===== src/assert_macros.svh =====
// Assertion helpers for the RTL.
`ifndef ASSERT_MACROS_SVH
`define ASSERT_MACROS_SVH

// property checked on every rising clock edge outside reset
`define ASSERT_CLK(lbl, clk, rstn, prop) \
    lbl: assert property (@(posedge clk) disable iff (!(rstn)) (prop)) \
        else $error("assertion failed");

// condition must never be seen outside reset
`define ASSERT_NEVER(lbl, clk, rstn, cond) \
    lbl: assert property (@(posedge clk) disable iff (!(rstn)) !(cond)) \
        else $error("forbidden condition seen");

`endif


===== src/lzwe_pkg.sv =====
package lzwe_pkg;

    localparam int DICT_SIZE_DEF = 4096;
    localparam int QUEUE_DEPTH   = 4;
    localparam int QPTR_W        = 2;

    localparam logic [11:0] FIRST_CODE   = 12'd256;
    localparam logic [11:0] TOP_CODE     = 12'd4095;
    localparam logic [11:0] MAX_CODE_RST = 12'd4095;

    typedef struct packed {
        logic [7:0] data_byte;
        logic       end_of_message;
    } lzwe_in_t;

    typedef struct packed {
        logic [11:0] code;
        logic        last;
    } lzwe_out_t;

    // queue head as seen by the engine
    typedef struct packed {
        logic     valid;
        lzwe_in_t item;
    } lzwe_head_t;

    typedef struct packed {
        logic [11:0] next_code;
        logic        full;
        logic        busy;
    } lzwe_status_t;

endpackage


===== src/lzwe_front.sv =====
module lzwe_front (
    input  logic                aclk,
    input  logic                aresetn,
    input  logic                s_valid,
    output logic                s_ready,
    input  lzwe_pkg::lzwe_in_t  s_item,
    output lzwe_pkg::lzwe_head_t head,
    input  logic                pop
);
    import lzwe_pkg::*;

    lzwe_in_t            mem_reg [QUEUE_DEPTH];
    logic [QPTR_W-1:0]   wr_ptr_reg, wr_ptr_next;
    logic [QPTR_W-1:0]   rd_ptr_reg, rd_ptr_next;
    logic [QPTR_W:0]     count_reg, count_next;
    logic                push, do_pop;

    assign s_ready = (count_reg != QPTR_W'(0) + (QPTR_W+1)'(QUEUE_DEPTH));
    assign push    = s_valid && s_ready;
    assign do_pop  = pop && (count_reg != '0);

    assign head.valid = (count_reg != '0);
    assign head.item  = mem_reg[rd_ptr_reg];

    always_comb begin
        wr_ptr_next = push   ? wr_ptr_reg + 1'b1 : wr_ptr_reg;
        rd_ptr_next = do_pop ? rd_ptr_reg + 1'b1 : rd_ptr_reg;
        count_next  = count_reg;
        if (push && !do_pop) begin
            count_next = count_reg + 1'b1;
        end else if (!push && do_pop) begin
            count_next = count_reg - 1'b1;
        end
    end

    always_ff @(posedge aclk) begin
        if (!aresetn) begin
            wr_ptr_reg <= '0;
            rd_ptr_reg <= '0;
            count_reg  <= '0;
        end else begin
            wr_ptr_reg <= wr_ptr_next;
            rd_ptr_reg <= rd_ptr_next;
            count_reg  <= count_next;
        end
    end

    always_ff @(posedge aclk) begin
        if (push) begin
            mem_reg[wr_ptr_reg] <= s_item;
        end
    end

endmodule


===== config.mk =====
export PLATFORM = sky130hd
export DESIGN_NAME = lzwe_front
export DESIGN_NICKNAME = d
export VERILOG_FILES = /design/src/assert_macros.svh /design/src/lzwe_pkg.sv /design/src/lzwe_front.sv
export SDC_FILE = /design/constraint.sdc
export NUM_CORES = 1
export LEC_CHECK = 0
export BUFFER_PORTS_ARGS = -buffer_cell sky130_fd_sc_hd__buf_2
export CAP_MARGIN = 30
export CORE_UTILIZATION = 55
export DETAILED_ROUTE_END_ITERATION = 6
export HOLD_SLACK_MARGIN = 0.08
export PLACE_DENSITY = 0.77
export REMOVE_ABC_BUFFERS = 1
export SYNTH_ARGS = -nofsm -noshare
export SYNTH_HDL_FRONTEND = slang
export SYNTH_SLANG_ARGS = --single-unit

===== constraint.sdc =====
create_clock -name aclk -period 2.75 [get_ports aclk]
set_clock_uncertainty 0.1 [all_clocks]
set_input_delay 0.275 -clock aclk [delete_from_list [all_inputs] [get_ports aclk]]
set_output_delay 0.275 -clock aclk [all_outputs]
set_load 0.01 [all_outputs]

# Yosys cells after proc, flatten, opt, wreduce, memory -nomap -nowiden
# Memory sizes are Yosys's and may differ from the RTL's. A register that Yosys moved wholly into a read port is not among the register bits.
# Index checks and enable logic that the tools add are counted.
# word_totals
out_inout_bits	11
memories	1
latch_bits	0
mem_bits_rw	36
mem_bits_ro	0
inputBits	13
word_cells	23
regBits	7
# op_classes
reduce_logical	8
shifts	0
eq_ne	1
addsub	4
magnitude_cmp	0
bitwise_logic	0
muxes	6
mul	0
div_mod_pow	0
# memory_table
name	depth	word_bits	read_ports	rd_clocked_by_memory_dff	write_ports	line_no	rtl
mem_reg	4	9	1	1	1	lzwe_front.sv:12	lzwe_in_t mem_reg [QUEUE_DEPTH];
# ops
cell	count
two-way mux 3 bit	2
adder 2 x 1 -> 2 bit (second input constant)	2
logical AND 1 bit	4
two-way mux 2 bit	2
adder 3 x 1 -> 3 bit (second input constant)	1
inequality test 3 bit (second input constant)	1
nonzero test 3 bit	1
subtractor 3 x 1 -> 3 bit (second input constant)	1
zero test 1 bit	2
two-way mux 1 bit	2
nonzero test 2 bit	1

# Logic depth before layout (Yosys ltp)
# Gate-level depths: netlist (run 1).
# logic_depth
word_depth	6
ltp_mapped	8
depth_no_buf	8

# Worst setup path after synthesis (run 1)
# OpenSTA, ideal clock, no wires.
# synth_timing
path_kind	register -> register
from	register count_reg[0]
to	register count_reg[2]
required_time_ps	2574
n_path_buf	0
period_less_slack_ps	2155
stages_incl_launch_ff	9
slack_ps	595
setup_ps	76
arrival_ps	1980
cell_sequence	dfxtp_1 -> nor2_2 -> a21boi_4 -> ha_1 -> inv_1 -> fa_1 -> xor2_1 -> or3_1 -> a21boi_0
# synth_between
elab_chain_len	5
word_cells_on_any_way	13
classes_between	add/sub: 2; eq/ne: 1; mux: 2; reduce/logical: 8
# synth_rtl
item	line_no	rtl
start: declaration	lzwe_front.sv:15	logic [QPTR_W:0] count_reg, count_next;
start signal: assignment	lzwe_front.sv:44	count_reg <= count_next;
inequality test 3 bit (*)	lzwe_front.sv:18	assign s_ready = (count_reg != QPTR_W'(0) + (QPTR_W+1)'(QUEUE_DEPTH));
logical AND 1 bit (*)	lzwe_front.sv:19	assign push = s_valid && s_ready;
named net push	lzwe_front.sv:16	logic push, do_pop;
zero test 1 bit	lzwe_front.sv:31	end else if (!push && do_pop) begin
logical AND 1 bit	lzwe_front.sv:31	
nonzero test 2 bit (no line)	-	
# The timed path passes the listed nets; every way through them passes the cells marked *. The select of a mux whose other input is x is not followed.
# A chain may end at the register's enable or synchronous reset.

# Worst setup path after layout (run 1)
# Same ends and word-level chain as after synthesis.

==> metrics.md, run 1 <==
| Metric | Value |
|---|---|
| Outcome | `completed` |
| Clock latency of the later-clocked register in the worst-skew pair | `about 0.35 ns` |
| Max Root-Sink Buffers | `2` |
| Cells after synthesis | `between 90 and 100` |
| Synth warnings | `0` |
| Biggest area consumer among synthesized cells | `edfxtp_1` |
| Synthesized flop and latch total | `45` |
| Max FFs per register | `36` |
| Die width | `about 59 um` |
| FF+latch area | `around 1300 um2` |
| Routability-driven placement congestion ratio | `between 0.6 and 0.7` |
| Residual DRC count | `0` |
| Top cell type's share of synthesized area | `60.1%` |
| Post-DR wirelength/cell | `15.1 um` |
| First drt pass iteration count | `4` |
| Via count of the first global-routing pass | `between 800 and 900` |
| CTS Buf Count | `5` |
| Area contributors post-synth | `edfxtp_1 60%, mux4_2 11%, dfxtp_1 10%, ha_1 3.5%, and2_1 2.8%` |
| Routed length on met3 | `about 81 um` |
| Starting utilization of the core area | `between 50% and 60%` |
| Final Critical Period | `2.34 ns` |
| Buffers plus inverters on the worst setup path | `1` |
| Largest fanout of any net on the critical path | `7` |
| P per Cell Area | `around 820 nW/um2` |
| Number of post-CTS setup repair buffers | `0` |
| Data arrival time at the worst-slack endpoint | `around 2.5 ns` |
| Count of port buffers added during placement | `23` |
| Wire length on met1 | `1.16 mm` |
| Grt ovf | `0` |
| Uppermost metal layer occupied by signal nets | `met4` |
| Wire length of the first global-routing pass | `slightly above 4 mm` |
| Clock slew seen by the registers of the worst setup and hold paths | `0.12 ns` |
| Count of different cell masters after synthesis | `22` |
| Total number of placement rows | `20` |
| IR Drop Worst-Case VDD | `~0.4 mV` |
| Net count reported at finish | `150` |
| Pin count of the biggest net entering global routing | `14` |
| Proportion of layout cells with a drive suffix above 1 | `between 30% and 40%` |
| Met2 WL | `1.37 mm` |
| Antenna violations before repair | `0` |
| Final number of setup-violating endpoints | `0` |
| Final clock period utilization by the worst path | `a little under nine tenths` |
| Worst min-delay path category | `in2reg` |
| Final Max Tran Viols | `0` |
| Top Family by Delay on Critical Path | `adder cells` |
| Initial DRC count | `14` |
| Crit-path slowest cell | `dfxtp_1` |
| Fmax | `427 MHz` |
| Area added between synthesis and finish | `17.1%` |
| Slack of the worst reg-to-reg path | `roughly 0.41 ns` |
| Die Ht | `slightly below 60 um` |
| Number of inserted diodes | `0` |
| Routed Wire Length | `between 2 and 3 mm` |
| Startpoint kind of the worst setup timing path | `flip-flop` |
| Slew HR | `between 50% and 60%` |
| Required time of the critical path | `between 2 and 3 ns` |
| Ratio of routed vias to standard cells | `roughly 5.0` |
| Ports placed on the boundary | `24` |
| Setup TNS | `0 ns` |
| Crit-path max cell delay | `about 0.54 ns` |
| CTS Root Cell | `clkbuf_4` |
| Cell area after synthesis | `1800 um2` |
| Crit path capture type | `flip-flop` |
| Unrepaired setup endpoints after global routing | `false` |
| Actual transition at the worst max-transition pin | `0.607 ns` |
| Worst Setup Path Type | `reg2reg` |
| # fillers | `~220` |
| Avg Inst Size Synth | `18.9 um2` |
| Number of hold violations in the final report | `0` |
| Sequential element share of the synthesized area | `between 70 and 80%` |
| TritonCTS clock tree | `built` |
| Combined area of the multi-input logic cells | `514 um2` |
| Placeable Area | `3080 um2` |
| Die Footprint | `approximately 3500 um2` |
| Leakage component of the power | `0.753 nW` |
| Sink Count | `between 40 and 50` |
| Max cap viols | `0` |
| Total via count after detailed routing | `between 800 and 900` |
| Depth of the CTS H-tree | `2` |
| Detail Placement HPWL | `1.78 mm` |
| Core Util, Final | `roughly 68%` |
| Critical-path cell list | `nor2_2 -> a21boi_4 -> ha_1 -> inv_1 -> fa_1 -> xor2_1 -> or3_1 -> a21boi_0` |
| GRT Resource Usage Total | `between 10% and 20%` |
| Antenna Violating Nets Remaining | `0` |
[cells in the mapped netlist, drive strengths merged]
cell,count
a21boi,2
and2,8
buf,1
clkbuf,2
dfxtp,9
edfxtp,36
fa,1
ha,5
inv,3
mux2i,3
mux4,9
nand2,5
nor2,1
nor2b,1
o21ai,1
o311ai,1
o31ai,1
or3,2
xnor2,3
xor2,1
[cells by family after synthesis]
logic type	share of synthesized area (%)
DFF	70.1
and+or+nand+nor	5.29
AOI/OAI and AO/OA	3.82
muxes	12.9
adders and majority gates	4.59
buffers and inverters	1.32
xor gates and xnor gates	1.95
[worst paths after layout]
| check | endpoint | depth (start not counted) | start |
|---|---|---|---|
| worst max-delay path | count_reg[2] | 8 | count_reg[0] |
| worst min-delay path | wr_ptr_reg[0] | 3 | aresetn |
| worst max register to register | count_reg[2] | 8 | count_reg[0] |
| worst min register to register | wr_ptr_reg[0] | 2 | wr_ptr_reg[0] |
[cell usage in the layout, fill, tap and decap left out, drive strengths merged]
cell / n
xor2: 1
or3: 2
o21ai: 1
and2: 8
dfxtp: 9
nor2b: 1
ha: 5
clkinv: 2
o31ai: 1
nor2: 1
edfxtp: 36
dlygate4sd3: 9
clkbuf: 6
buf: 23
mux2i: 3
nand2: 5
a21boi: 2
inv: 3
o311ai: 1
xnor2: 3
mux4: 9
fa: 1
[final cells by class]
type,instances,share of cell area (%)
clock inverter,2,0.416
clock buffer,6,2.43
timing repair buffer,32,9.74
sequential,45,59.9
multi-input combinational,44,24.4
tap,44,2.61
inverter,3,0.534
[metrics by stage]
step / cells / total power [mW] / hold WS [ns] / setup slack, ns / cell area [um2]
2_1_floorplan: 92 / 1.27 / 0.274 / 0.595 / 1790
4_1_cts: 176 / 1.75 / 0.143 / 0.399 / 2110
3_3_place_gp: 159 / 1.40 / 0.386 / 0.536 / 1960
6_report: 176 / 1.73 / 0.147 / 0.406 / 2110
5_1_grt: 176 / 1.82 / 0.154 / 0.288 / 2110
3_5_place_dp: 159 / 1.43 / 0.399 / 0.428 / 1960
[layer usage]
layer	vias to the layer above	track usage, %
met1	432	21.1
met2	19	29.9
met4	0	9.18
met5	-	0
met3	7	4.80
li1	430	-
[worst reg2reg max path, cell delays in order (launching register included)]
cell	delay, ns
dfxtp_1	0.54
nor2_2	0.10
a21boi_4	0.24
ha_1	0.22
inv_1	0.06
fa_1	0.37
xor2_1	0.16
or3_1	0.31
a21boi_0	0.18
[power by group]
group          total [mW]  switching, mW  internal (mW)  leakage [nW]
logic               0.470          0.205          0.264         0.313
clock network       0.316          0.196          0.121        0.0357
registers           0.941          0.106          0.835         0.404
[what timing repair did]
| action | in CTS | in global routing |
|---|---|---|
| hold buffers | 9 | 0 |
| endpoints found under the hold margin | 36 | 0 |
| gates resized for setup | 0 | 0 |
Power figures use the tool's default switching activity.
==> run 2, diff against run 1 <==
CORE_MARGIN = 1.5   (was default)
==> run 2 against run 1 <==
  * Setup slack got worse by 0.014 ns
  * Final cell count unchanged
  * Count of clock-buffer cells in the layout decreased by 1
  * Combinational power decreased by 1%
  * Sequential power about the same
  * Final area increased by 0.89%
  * Critical path depth unchanged
  * Register-to-register slack about the same
  * Global-route usage increased by 0.92 points
  * Hold slack got worse by 0.00092 ns
  * Largest power group unchanged
  * Maximum frequency decreased by 0.58%
  * Critical path type unchanged
  * Die area increased by 3.4%
==> metrics.md, run 2 (synthesis results as in run 1) <==
| Metric | Value |
|---|---|
| Outcome | `completed` |
| Clock latency of the later-clocked register in the worst-skew pair | `0.35 ns (about the same)` |
| Antenna violations before repair | `0 (unchanged)` |
| Via count of the first global-routing pass | `970 (+9.9%)` |
| Critical Path Start | `count_reg[0]` |
| Die Ht | `60.2 um (+1.7%)` |
| Core Util, Final | `69.1% (+0.61 points)` |
| Ratio of routed vias to standard cells | `5.13 (+1.7%)` |
| Net load switching power | `0.508 mW (+0.25%)` |
| Post-DR wirelength/cell | `16.1 um (+6.1%)` |
| Pin count of the biggest net entering global routing | `15 (+1)` |
| Starting utilization of the core area | `58.5% (unchanged)` |
| TritonCTS clock tree | `built` |
| Die width | `60.2 um (+1.7%)` |
| Sink Count | `45 (unchanged)` |
| Crit path capture type | `flip-flop` |
| Proportion of layout cells with a drive suffix above 1 | `33.3% (unchanged)` |
| Combinational share of power | `25.9% (-1.3 points)` |
| Ports placed on the boundary | `24 (unchanged)` |
| Worst Setup Path Type | `reg2reg` |
| Data arrival time at the worst-slack endpoint | `2.54 ns (+0.02 ns)` |
| Area added between synthesis and finish | `18.2%` |
| CTS Buf Count | `5 (unchanged)` |
| Most common library cell in the layout ignoring fill and taps | `edfxtp_1` |
| Total via count after detailed routing | `903 (+1.7%)` |
| Max cap viols | `0 (unchanged)` |
| Sequential share of power | `52.5% (-2.0 points)` |
| Number of inserted diodes | `0 (unchanged)` |
| Net count reported at finish | `150 (unchanged)` |
| Switching share of total power | `28.3% (-1.0 points)` |
| Detail Placement HPWL | `1.96 mm (+9.8%)` |
| # fillers | `220 (+0.92%)` |
| GRT Resource Usage Total | `18.7% (+0.92 points)` |
| Final clock period utilization by the worst path | `85.7% (+0.50 points)` |
| Area after detailed placement | `1960 um2 (unchanged)` |
| Residual DRC count | `0 (unchanged)` |
| Buffers plus inverters on the worst setup path | `1 (unchanged)` |
| Worst min-delay path category | `in2reg` |
| Max Root-Sink Buffers | `2 (unchanged)` |
| Post-route worst hold slack | `0.146 ns (-0.000924 ns)` |
| Routed Wire Length | `2.83 mm (+6.1%)` |
| Initial DRC count | `31 (+17)` |
| Die Footprint | `3620 um2 (+3.4%)` |
| Worst Setup Slack post-DPL | `0.406 ns (-0.0212 ns)` |
| Actual transition at the worst max-transition pin | `0.595 ns (-0.0114 ns)` |
| Critical-path cell list | `nor2_2 -> a21boi_4 -> ha_1 -> inv_1 -> fa_1 -> xor2_1 -> or3_1 -> a21boi_0` |
| Required time of the critical path | `2.93 ns (about the same)` |
| Top library cells by usage in the layout, fill and taps aside | `36 x edfxtp_1, 23 x buf_2, 9 x mux4_2, 9 x dfxtp_1, 9 x dlygate4sd3_1` |
| Top Family by Delay on Critical Path | `adder cells` |
| Count of port buffers added during placement | `23 (unchanged)` |
| Crit-path max cell delay | `0.54 ns (about the same)` |
| Final Critical Period | `2.36 ns (+0.0137 ns)` |
| Hold path startpoint | `aresetn` |
| Unrepaired setup endpoints after global routing | `false` |
| Wire length of the first global-routing pass | `4.48 mm (+8.5%)` |
| Leakage component of the power | `0.756 nW (+0.42%)` |
| Setup TNS | `0 ns (unchanged)` |
| Grt ovf | `0 (unchanged)` |
| Post-cts sizing count | `0 (unchanged)` |
| Max FFs per register | `36 (unchanged)` |
| Largest fanout of any net on the critical path | `7 (unchanged)` |
| Clock slew seen by the registers of the worst setup and hold paths | `0.12 ns (about the same)` |
| IR Drop Worst-Case VDD | `0.455 mV (+11%)` |
| Cell internal pwr | `1.29 mW (+5.4%)` |
| CTS Root Cell | `clkbuf_4` |
| Fmax | `424 MHz (-0.58%)` |
| Startpoint kind of the worst setup timing path | `flip-flop` |
| Antenna Violating Nets Remaining | `0 (unchanged)` |
| Number of hold violations in the final report | `0 (unchanged)` |
| Cell area after layout | `2130 um2 (+0.89%)` |
| Smallest setup slack after layout | `0.393 ns (-0.0137 ns)` |
| Final Max Tran Viols | `0 (unchanged)` |
| Total number of placement rows | `20 (unchanged)` |
| Slew HR | `60.3% (+0.76 points)` |
| Critical register-to-register path startpoint | `count_reg[0]` |
| Placeable Area | `3080 um2 (unchanged)` |
| Routability-driven placement congestion ratio | `0.688 (+8.7%)` |
| Crit-path slowest cell | `dfxtp_1` |
| First drt pass iteration count | `3 (-1)` |
| P per Cell Area | `844 nW/um2 (+3.0%)` |
| Depth of the CTS H-tree | `2 (unchanged)` |
| Final number of setup-violating endpoints | `0 (unchanged)` |
| Clock group share of total power | `21.6% (+3.3 points)` |
[run 2: cell types whose count changed in the layout (fill, tap and decap cells not counted)]
cell	previous run	this run
clkinvlp_4	0	1
bufinv_16	0	1
clkinv_2	1	0
clkbuf_8	1	0
[run 2: layout make-up]
type                       count  area, um2  share of cell area, %
clock buffer                   5       37.5                   1.77
tap                           44       55.1                   2.59
multi-input combinational     44        514                   24.2
timing repair buffer          32        205                   9.65
inverter                       3       11.3                  0.530
sequential                    45       1260                   59.3
clock inverter                 3       41.3                   1.94
[run 2: worst register-to-register path, delay by kind of cell, from the launching register on]
kind                     cells  cell delay [ns]
AO/OA/AOI/OAI                2             0.43
XOR/XNOR                     1             0.16
adder cells (fa/ha/maj)      2             0.60
buffers and inverters        1             0.06
flip-flops                   1             0.54
AND/OR/NAND/NOR              2             0.40
[run 2: power by group through the flow]
stage          clock (mW)  sequential [mW]  combinational (mW)
6_report            0.388            0.942               0.465
5_1_grt             0.425            0.962               0.513
4_1_cts             0.397            0.949               0.474
3_5_place_dp            0            0.965               0.462
3_3_place_gp            0            0.954               0.446
2_1_floorplan           0            0.934               0.331
[run 2: final timing paths]
check                        to  slack, ns  cells past startpoint
setup / recovery   count_reg[2]       0.39                      8
hold / removal    wr_ptr_reg[0]       0.15                      3
setup reg to reg   count_reg[2]       0.39                      8
hold reg to reg   wr_ptr_reg[0]       0.41                      2
[run 2: per-layer routing]
metal	global-route usage [%]	routed length [um]	part of all wire, %	vias to the layer above
li1	-	-	-	434
met1	19.2	1130	40	443
met2	34.3	1550	55	21
met3	6.49	107	3.8	5
met4	7.62	46	1.6	0
met5	0	0	0	-
[run 2: repair_timing]
| item | CTS | global route |
|---|---|---|
| endpoints found under the hold margin | 36 | 0 |
| buffers inserted | 0 | 0 |
| setup endpoints to repair | 0 | 0 |
| hold buffers | 9 | 0 |
[run 2: stage by stage]
stage	total power, mW	cells
floorplan	1.27	92
global placement	1.40	159
detailed placement	1.43	159
CTS	1.82	176
global route	1.90	176
finish	1.79	176
